`src/rtl/core/cdft_pkg.sv`:
```
// Package for the cube direction to face texel block.
// Holds face codes, register indexes and fixed field widths; no dependencies.
`timescale 1ns / 1ps

package cdft_pkg;

  localparam int unsigned IN_FIELD_W  = 16;
  localparam int unsigned SIZE_W      = 13;
  localparam int unsigned COORD_W     = 20;
  localparam int unsigned RATIO_BITS  = 16;
  localparam int unsigned CFG_INDEX_W = 1;
  localparam int unsigned IN_TDATA_W  = 48;
  localparam int unsigned OUT_TDATA_W = 48;

  localparam logic [SIZE_W-1:0]  SIZE_RESET = 13'd1026;
  localparam logic [SIZE_W-1:0]  SIZE_MIN   = 13'd2;
  localparam logic [COORD_W-1:0] COORD_MAX  = 20'hFFFFF;

  localparam logic [CFG_INDEX_W-1:0] CFG_FACE_HEIGHT = 1'b0;
  localparam logic [CFG_INDEX_W-1:0] CFG_FACE_WIDTH  = 1'b1;

  typedef enum logic [2:0] {
    FACE_POS_X = 3'd0,
    FACE_NEG_X = 3'd1,
    FACE_POS_Y = 3'd2,
    FACE_NEG_Y = 3'd3,
    FACE_POS_Z = 3'd4,
    FACE_NEG_Z = 3'd5
  } face_t;

endpackage

```
`src/rtl/core/cube_direction_to_face_texel_top.sv`:
```
// Cube face selection with bordered-face texel coordinates, fully pipelined.
// Depends on cdft_pkg; one restoring divider stage per quotient bit.
//
//   channel   dir   beat fields (low bit up)
//   s_axis    in    tdata: dir_x, dir_y, dir_z
//   m_axis    out   tuser: valid_res; tdata: face, row, col, zero pad
//   cfg       in    cfg_index 0 face_height, 1 face_width; write on cfg_we
//
// Pipeline stages: input, abs, face select, 17 divider steps, ratio offset,
// size multiply, output. One beat per cycle while m_axis_tready is high.
// The whole pipeline holds while a result sits in the output skid register;
// s_axis_tready is low exactly then. rst is synchronous and clears valid bits,
// the skid valid flag and restores both sizes to 1026.
`timescale 1ns / 1ps

module cube_direction_to_face_texel_top
  import cdft_pkg::*;
#(
  parameter int unsigned COMPONENT_BITS      = 16,
  parameter int unsigned COORD_FRACTION_BITS = 8
) (
  input  logic                   clk,
  input  logic                   rst,
  input  logic                   s_axis_tvalid,
  output logic                   s_axis_tready,
  input  logic [IN_TDATA_W-1:0]  s_axis_tdata,   // dir_x, dir_y, dir_z
  output logic                   m_axis_tvalid,
  input  logic                   m_axis_tready,
  output logic [OUT_TDATA_W-1:0] m_axis_tdata,   // face, row, col, zero pad
  output logic                   m_axis_tuser,   // valid_res
  input  logic                   cfg_we,
  input  logic [CFG_INDEX_W-1:0] cfg_index,
  input  logic [SIZE_W-1:0]      cfg_data
);

  localparam int unsigned CB   = COMPONENT_BITS;
  localparam int unsigned QW   = RATIO_BITS + 1;
  localparam int unsigned TW   = RATIO_BITS + 2;
  localparam int unsigned PW   = SIZE_W + TW;
  localparam int unsigned SH   = RATIO_BITS + 1 - COORD_FRACTION_BITS;
  localparam int unsigned EXTW = 32;

  localparam logic [TW-1:0] T_ONE     = TW'(1) << RATIO_BITS;
  localparam logic [PW-1:0] COORD_ONE = PW'(1) << COORD_FRACTION_BITS;

  logic [SIZE_W-1:0] face_height;
  logic [SIZE_W-1:0] face_width;

  logic en;

  // skid register and pipeline output
  logic                   skid_vld;
  logic [OUT_TDATA_W-1:0] skid_data;
  logic                   skid_user;
  logic                   out_vld;
  logic [OUT_TDATA_W-1:0] out_data;
  logic                   out_user;

  always_ff @(posedge clk) begin
    if (rst) begin
      face_height <= SIZE_RESET;
      face_width  <= SIZE_RESET;
    end else if (cfg_we) begin
      unique case (cfg_index)
        CFG_FACE_HEIGHT: face_height <= cfg_data;
        CFG_FACE_WIDTH:  face_width  <= cfg_data;
      endcase
    end
  end

  assign en            = !skid_vld;
  assign s_axis_tready = en;
  assign m_axis_tvalid = skid_vld || out_vld;
  assign m_axis_tdata  = skid_vld ? skid_data : out_data;
  assign m_axis_tuser  = skid_vld ? skid_user : out_user;

  always_ff @(posedge clk) begin
    if (rst) begin
      skid_vld <= 1'b0;
    end else if (skid_vld) begin
      if (m_axis_tready) skid_vld <= 1'b0;
    end else if (out_vld && !m_axis_tready) begin
      skid_vld <= 1'b1;
    end
  end

  always_ff @(posedge clk) begin
    if (!skid_vld && out_vld && !m_axis_tready) begin
      skid_data <= out_data;
      skid_user <= out_user;
    end
  end

  // stage 0: input register
  logic [EXTW-1:0]      ext_x, ext_y, ext_z;
  logic                 vld0;
  logic signed [CB-1:0] x0, y0, z0;

  always_comb begin
    ext_x = EXTW'(s_axis_tdata[IN_FIELD_W-1:0]);
    ext_y = EXTW'(s_axis_tdata[2*IN_FIELD_W-1:IN_FIELD_W]);
    ext_z = EXTW'(s_axis_tdata[3*IN_FIELD_W-1:2*IN_FIELD_W]);
  end

  always_ff @(posedge clk) begin
    if (rst) vld0 <= 1'b0;
    else if (en) vld0 <= s_axis_tvalid;
  end

  always_ff @(posedge clk) begin
    if (en) begin
      x0 <= $signed(ext_x[CB-1:0]);
      y0 <= $signed(ext_y[CB-1:0]);
      z0 <= $signed(ext_z[CB-1:0]);
    end
  end

  // stage 1: magnitudes and signs
  logic          vld1;
  logic [CB-1:0] ax1, ay1, az1;
  logic          sx1, sy1, sz1;

  always_ff @(posedge clk) begin
    if (rst) vld1 <= 1'b0;
    else if (en) vld1 <= vld0;
  end

  always_ff @(posedge clk) begin
    if (en) begin
      sx1 <= x0[CB-1];
      sy1 <= y0[CB-1];
      sz1 <= z0[CB-1];
      ax1 <= x0[CB-1] ? CB'(-x0) : CB'(x0);
      ay1 <= y0[CB-1] ? CB'(-y0) : CB'(y0);
      az1 <= z0[CB-1] ? CB'(-z0) : CB'(z0);
    end
  end

  // stage 2: face select and numerator routing
  logic          xm, ym, zm;
  logic          ok_s, rn_s, cn_s;
  face_t         face_s;
  logic [CB-1:0] mag_s, ra_s, ca_s;

  always_comb begin
    xm     = (ax1 >= ay1) && (ax1 >= az1);
    ym     = (ay1 >= ax1) && (ay1 >= az1);
    zm     = (az1 >= ax1) && (az1 >= ay1);
    ok_s   = 1'b1;
    face_s = FACE_POS_X;
    mag_s  = ax1;
    ca_s   = az1;
    cn_s   = !sz1;
    ra_s   = ay1;
    rn_s   = !sy1;
    priority if (!sx1 && ax1 != '0 && xm) begin
      face_s = FACE_POS_X;
    end else if (sx1 && xm) begin
      face_s = FACE_NEG_X;
      cn_s   = sz1;
    end else if (!sy1 && ay1 != '0 && ym) begin
      face_s = FACE_POS_Y;
      mag_s  = ay1;
      ca_s   = ax1;
      cn_s   = sx1;
      ra_s   = az1;
      rn_s   = sz1;
    end else if (sy1 && ym) begin
      face_s = FACE_NEG_Y;
      mag_s  = ay1;
      ca_s   = ax1;
      cn_s   = sx1;
      ra_s   = az1;
      rn_s   = !sz1;
    end else if (!sz1 && az1 != '0 && zm) begin
      face_s = FACE_POS_Z;
      mag_s  = az1;
      ca_s   = ax1;
      cn_s   = sx1;
    end else if (sz1 && zm) begin
      face_s = FACE_NEG_Z;
      mag_s  = az1;
      ca_s   = ax1;
      cn_s   = !sx1;
    end else begin
      ok_s   = 1'b0;
      mag_s  = CB'(1);
      ca_s   = '0;
      ra_s   = '0;
    end
  end

  logic          vld2, ok2, rn2, cn2;
  face_t         face2;
  logic [CB-1:0] mag2, ra2, ca2;

  always_ff @(posedge clk) begin
    if (rst) vld2 <= 1'b0;
    else if (en) vld2 <= vld1;
  end

  always_ff @(posedge clk) begin
    if (en) begin
      ok2   <= ok_s;
      face2 <= face_s;
      mag2  <= mag_s;
      ra2   <= ra_s;
      ca2   <= ca_s;
      rn2   <= rn_s;
      cn2   <= cn_s;
    end
  end

  // divider stages: one quotient bit each, row and column side by side
  logic          dv_vld  [QW];
  logic          dv_ok   [QW];
  face_t         dv_face [QW];
  logic [CB-1:0] dv_mag  [QW];
  logic [CB:0]   dv_rrem [QW];
  logic [CB:0]   dv_crem [QW];
  logic [QW-1:0] dv_rq   [QW];
  logic [QW-1:0] dv_cq   [QW];
  logic          dv_rn   [QW];
  logic          dv_cn   [QW];

  for (genvar k = 0; k < QW; k++) begin : g_div
    logic          vld_in, ok_in, rn_in, cn_in;
    face_t         face_in;
    logic [CB-1:0] mag_in;
    logic [CB:0]   r_try, c_try;
    logic [QW-1:0] rq_in, cq_in;
    logic          r_bit, c_bit;

    if (k == 0) begin : g_first
      always_comb begin
        vld_in  = vld2;
        ok_in   = ok2;
        face_in = face2;
        mag_in  = mag2;
        rn_in   = rn2;
        cn_in   = cn2;
        rq_in   = '0;
        cq_in   = '0;
        r_try   = {1'b0, ra2};
        c_try   = {1'b0, ca2};
      end
    end else begin : g_next
      always_comb begin
        vld_in  = dv_vld[k-1];
        ok_in   = dv_ok[k-1];
        face_in = dv_face[k-1];
        mag_in  = dv_mag[k-1];
        rn_in   = dv_rn[k-1];
        cn_in   = dv_cn[k-1];
        rq_in   = dv_rq[k-1];
        cq_in   = dv_cq[k-1];
        r_try   = {dv_rrem[k-1][CB-1:0], 1'b0};
        c_try   = {dv_crem[k-1][CB-1:0], 1'b0};
      end
    end

    assign r_bit = r_try >= {1'b0, mag_in};
    assign c_bit = c_try >= {1'b0, mag_in};

    always_ff @(posedge clk) begin
      if (rst) dv_vld[k] <= 1'b0;
      else if (en) dv_vld[k] <= vld_in;
    end

    always_ff @(posedge clk) begin
      if (en) begin
        dv_ok[k]   <= ok_in;
        dv_face[k] <= face_in;
        dv_mag[k]  <= mag_in;
        dv_rn[k]   <= rn_in;
        dv_cn[k]   <= cn_in;
        dv_rq[k]   <= {rq_in[QW-2:0], r_bit};
        dv_cq[k]   <= {cq_in[QW-2:0], c_bit};
        dv_rrem[k] <= r_bit ? r_try - {1'b0, mag_in} : r_try;
        dv_crem[k] <= c_bit ? c_try - {1'b0, mag_in} : c_try;
      end
    end
  end

  // offset stage: t = 1.0 + ratio or 1.0 - ratio by sign, in Q16
  logic          vld_t, ok_t;
  face_t         face_t_r;
  logic [TW-1:0] rq_ext, cq_ext, rt, ct;

  always_comb begin
    rq_ext = TW'(dv_rq[QW-1]);
    cq_ext = TW'(dv_cq[QW-1]);
  end

  always_ff @(posedge clk) begin
    if (rst) vld_t <= 1'b0;
    else if (en) vld_t <= dv_vld[QW-1];
  end

  always_ff @(posedge clk) begin
    if (en) begin
      ok_t     <= dv_ok[QW-1];
      face_t_r <= dv_face[QW-1];
      rt       <= T_ONE + (dv_rn[QW-1] ? -rq_ext : rq_ext);
      ct       <= T_ONE + (dv_cn[QW-1] ? -cq_ext : cq_ext);
    end
  end

  // multiply stage: (size - 2) * t
  logic              vld_m, ok_m;
  face_t             face_m;
  logic [SIZE_W-1:0] h_span, w_span;
  logic [PW-1:0]     rprod, cprod;

  always_comb begin
    h_span = (face_height < SIZE_MIN) ? '0 : face_height - SIZE_MIN;
    w_span = (face_width  < SIZE_MIN) ? '0 : face_width  - SIZE_MIN;
  end

  always_ff @(posedge clk) begin
    if (rst) vld_m <= 1'b0;
    else if (en) vld_m <= vld_t;
  end

  always_ff @(posedge clk) begin
    if (en) begin
      ok_m   <= ok_t;
      face_m <= face_t_r;
      rprod  <= PW'(h_span) * PW'(rt);
      cprod  <= PW'(w_span) * PW'(ct);
    end
  end

  // output stage: scale, add border, saturate; all zero for a zero vector
  logic [PW-1:0]      rsum, csum;
  logic [COORD_W-1:0] row_s, col_s;
  logic [2:0]         face_o;

  always_comb begin
    rsum   = COORD_ONE + (rprod >> SH);
    csum   = COORD_ONE + (cprod >> SH);
    row_s  = (rsum > PW'(COORD_MAX)) ? COORD_MAX : rsum[COORD_W-1:0];
    col_s  = (csum > PW'(COORD_MAX)) ? COORD_MAX : csum[COORD_W-1:0];
    face_o = face_m;
    if (!ok_m) begin
      row_s  = '0;
      col_s  = '0;
      face_o = FACE_POS_X;
    end
  end

  always_ff @(posedge clk) begin
    if (rst) out_vld <= 1'b0;
    else if (en) out_vld <= vld_m;
  end

  always_ff @(posedge clk) begin
    if (en) begin
      out_user <= ok_m;
      out_data <= {5'b0, col_s, row_s, face_o};
    end
  end

endmodule

```
`config.mk`:
```
export PLATFORM = sky130hd
export DESIGN_NAME = cube_direction_to_face_texel_top
export DESIGN_NICKNAME = d
export VERILOG_FILES = /design/src/rtl/core/cdft_pkg.sv /design/src/rtl/core/cube_direction_to_face_texel_top.sv
export SDC_FILE = /design/constraint.sdc
export NUM_CORES = 2
export LEC_CHECK = 0
export BUFFER_PORTS_ARGS = -buffer_cell sky130_fd_sc_hd__buf_2
export CAP_MARGIN = 20
export CORE_MARGIN = 2
export CORE_UTILIZATION = 32
export CTS_BUF_LIST = sky130_fd_sc_hd__clkbuf_16
export CTS_CLUSTER_DIAMETER = 200
export CTS_CLUSTER_SIZE = 20
export DETAILED_ROUTE_END_ITERATION = 8
export PLACE_DENSITY = 0.53
export RECOVER_POWER = 100
export SLEW_MARGIN = 20
export SYNTH_ARGS = -nofsm -noshare
export SYNTH_HDL_FRONTEND = slang
export SYNTH_SLANG_ARGS = --single-unit
```
`constraint.sdc`:
```
create_clock -name clk -period 50.4 [get_ports clk]
set_input_delay 5.04 -clock clk [delete_from_list [all_inputs] [get_ports clk]]
set_output_delay 5.04 -clock clk [all_outputs]
set_load 0.01 [all_outputs]
```
==> results.cfg <==
[worst_setup_path]
cp_slowest_stage_delay_ps = 3410
startpoint = skid_vld
cp_cell_sequence = clkbuf_1 -> clkinvlp_2 -> clkbuf_1 -> clkbuf_1 -> clkbuf_1 -> clkbuf_1 -> clkbuf_1 -> clkbuf_1 -> clkbuf_1
worstPathArrival_ps = 21430
end_kind = register
cp_slowest_cell = clkbuf_1
crit_type = register to register
rr_startpoint = skid_vld
critPathLaunchType = register
critical-path-top-delay-family = buffers and inverters
crit_top_cell = clkbuf_1
critPathMaxFanout = 87
cp.required_ps = 50700
path_buf_inv = 9

[synthesis]
synthTopCellsByCount = edfxtp_1 (1,522), inv_1 (1,039), ha_1 (745), nand2_1 (724), nor2_1 (630)
yosysMostFrequentCell = edfxtp_1
synth_top_area_share_pct = 46.5
syn_inst = 8611
syn_avg_cell_area_um2 = 11.4
synth_seq_area_share_pct = 47.2
synth_top_area_cell = edfxtp_1
ys_ff_latch = 1555
synthArstFlopShare_pct = 0
ys.flop_type = edfxtp_1
ys_warn_count = 0
synthTopCellsByArea = edfxtp_1 (47%), ha_1 (9.5%), fa_1 (7.8%)
netlist_area_um2 = 98300
ys_types = 99
synth_edf_count = 1522

[run]
drv_cap = 46

[global_routing]
grt-ovfl-total = 0
grt_start_max_net_pins = 162
antenna_found_initial = 5
grt_first_pass_wirelength_mm = 373
grt_usage_pct = 15.2
first_global_vias = 64300

[floorplan]
dieWidth_um = 558
num_io_pins = 118
rows = 203
core_area_um2 = 306000
fp.dieH_um = 558
die_area_um2 = 312000
start_util_pct = 32.1

[timing]
worst_pin_slew_ps = 8320
drv_slew = 1982
slew_headroom_pct = -455
min_period_ps = 21130
skew_ps = 47.4
finalCritPeriodShare_pct = 41.9
rsz0062_at_grt = no
tns_ps = 0
setup_viol = 0
max_freq_mhz = 47.3
finalHoldViolCount = 0

[route]
firstDrtPassIters = 5
met1_length_mm = 109
ant_nets = 0
dr.max_layer_used = met5
vias = 62900
met2_length_mm = 118
wl_mm = 241
routed-wl-met3_mm = 7.69
drt_iter0_drc = 4053
wl_per_cell_um = 18.8
drc = 0
viasPerCell = 4.90

[placement]
gp_congestion = 0.871
numPortBuffers = 112
dpl.hpwl_mm = 186

[cts]
clk_pin_slew_ps = 90
clk_latency_ps = 760
htree_levels = 3
clockBufferDepth = 3
ctsResizeCount = 0
cts_hold_buf = 0
clock_sinks = 1555
cts_root_buffer = clkbuf_16
cts_made_buffers = 87
cts_setup_buffers = 0
cts_tree = built

[status]
violations = max-capacitance violations, max-slew violations
status = finished with violations

[hold_path]
hold_path_startpoint = dv_cn[5]
worstHoldPathType = register to register

[cells_and_area]
area_growth_pct = 7.18
drive_gt1_share_pct = 5.26
nNetsFinal = 9905
==> worst paths after layout <==
| check | cells after the start | slack [ps] | end |
|---|---|---|---|
| min reg2reg | 0 | 400 | dv_cn[6] |
| max | 9 | 29270 | dv_crem[0][65] |
| max reg2reg | 9 | 29270 | dv_crem[0][65] |
| min | 0 | 400 | dv_cn[6] |
==> worst reg2reg max path: stages (launching register included) <==
cell and delay (ps):
dfxtp_2 310, clkbuf_1 1040, clkinvlp_2 2500, clkbuf_1 1910, clkbuf_1 1930, clkbuf_1 2920
clkbuf_1 2320, clkbuf_1 2000, clkbuf_1 3420, clkbuf_1 2310
==> flip-flops by register name, indices dropped and copies added, names as in the netlist, 17 cells and up <==
| name | cells |
|---|---|
| dv_crem | 256 |
| dv_mag | 256 |
| dv_rrem | 256 |
| dv_cq | 153 |
| dv_rq | 153 |
| dv_face | 51 |
| out_data | 43 |
| skid_data | 43 |
| cprod | 22 |
| rprod | 22 |
| ct | 18 |
| rt | 18 |
| dv_cn | 17 |
| dv_ok | 17 |
| dv_rn | 17 |
| dv_vld | 17 |
==> layout by cell type (no fill, tap or decap), types with 85 or more instances in the layout <==
master,count
edfxtp_1,1522
inv_1,1045
ha_1,745
nand2_1,728
nor2_1,644
a21oi_1,383
fa_1,382
o21ai_0,363
xnor2_1,291
mux2_1,216
mux2_2,209
and2_1,189
nor3_1,162
a21o_1,131
o21a_1,129
xor2_1,117
a21boi_0,91
nor2b_1,90
clkbuf_16,87
nand4_1,85
==> per-stage QoR <==
| step | utilization (%) | hold slack (ps) | instances | instance area (um2) | worst slack, ps |
|---|---|---|---|---|---|
| after floorplan | - | 400 | 8615 | 98300 | 16500 |
| after global placement | 33.9 | 400 | 12700 | 104000 | 42910 |
| after detailed placement | 33.9 | 405 | 12700 | 104000 | 42710 |
| after CTS | 34.7 | 403 | 12800 | 106000 | 42720 |
| after global routing | 34.4 | 407 | 12800 | 105000 | 26720 |
| final | 34.4 | 404 | 12800 | 105000 | 29270 |
==> per-layer routing <==
layer	track usage, %	vias up
li1	-	30600
met1	20.1	31000
met2	26.7	1046
met3	1.48	276
met4	3.84	4
met5	0	-
==> cells by family after synthesis <==
logic type               share of synthesized area (%)
adder cells (fa/ha/maj)                           17.3
buffers and inverters                             4.74
AND/OR/NAND/NOR                                   11.3
other                                          0.00382
XOR/XNOR                                          3.64
AO/OA/AOI/OAI                                     10.2
multiplexers                                      5.58
flip-flops                                        47.2
==> final cells by class <==
type / instances / area (um2)
Sequential cell: 1555 / 46400
Timing Repair Buffer: 164 / 769
Clock inverter: 15 / 181
Clock buffer: 87 / 2180
Tap cell: 4100 / 5130
Antenna cell: 6 / 15.0
Fill cell: 30600 / 200000
Inverter: 1039 / 3900
Multi-Input combinational cell: 5864 / 46800
Power is not shown: default switching activity piles up to over one toggle a cycle in this logic, so the estimate is an artifact.
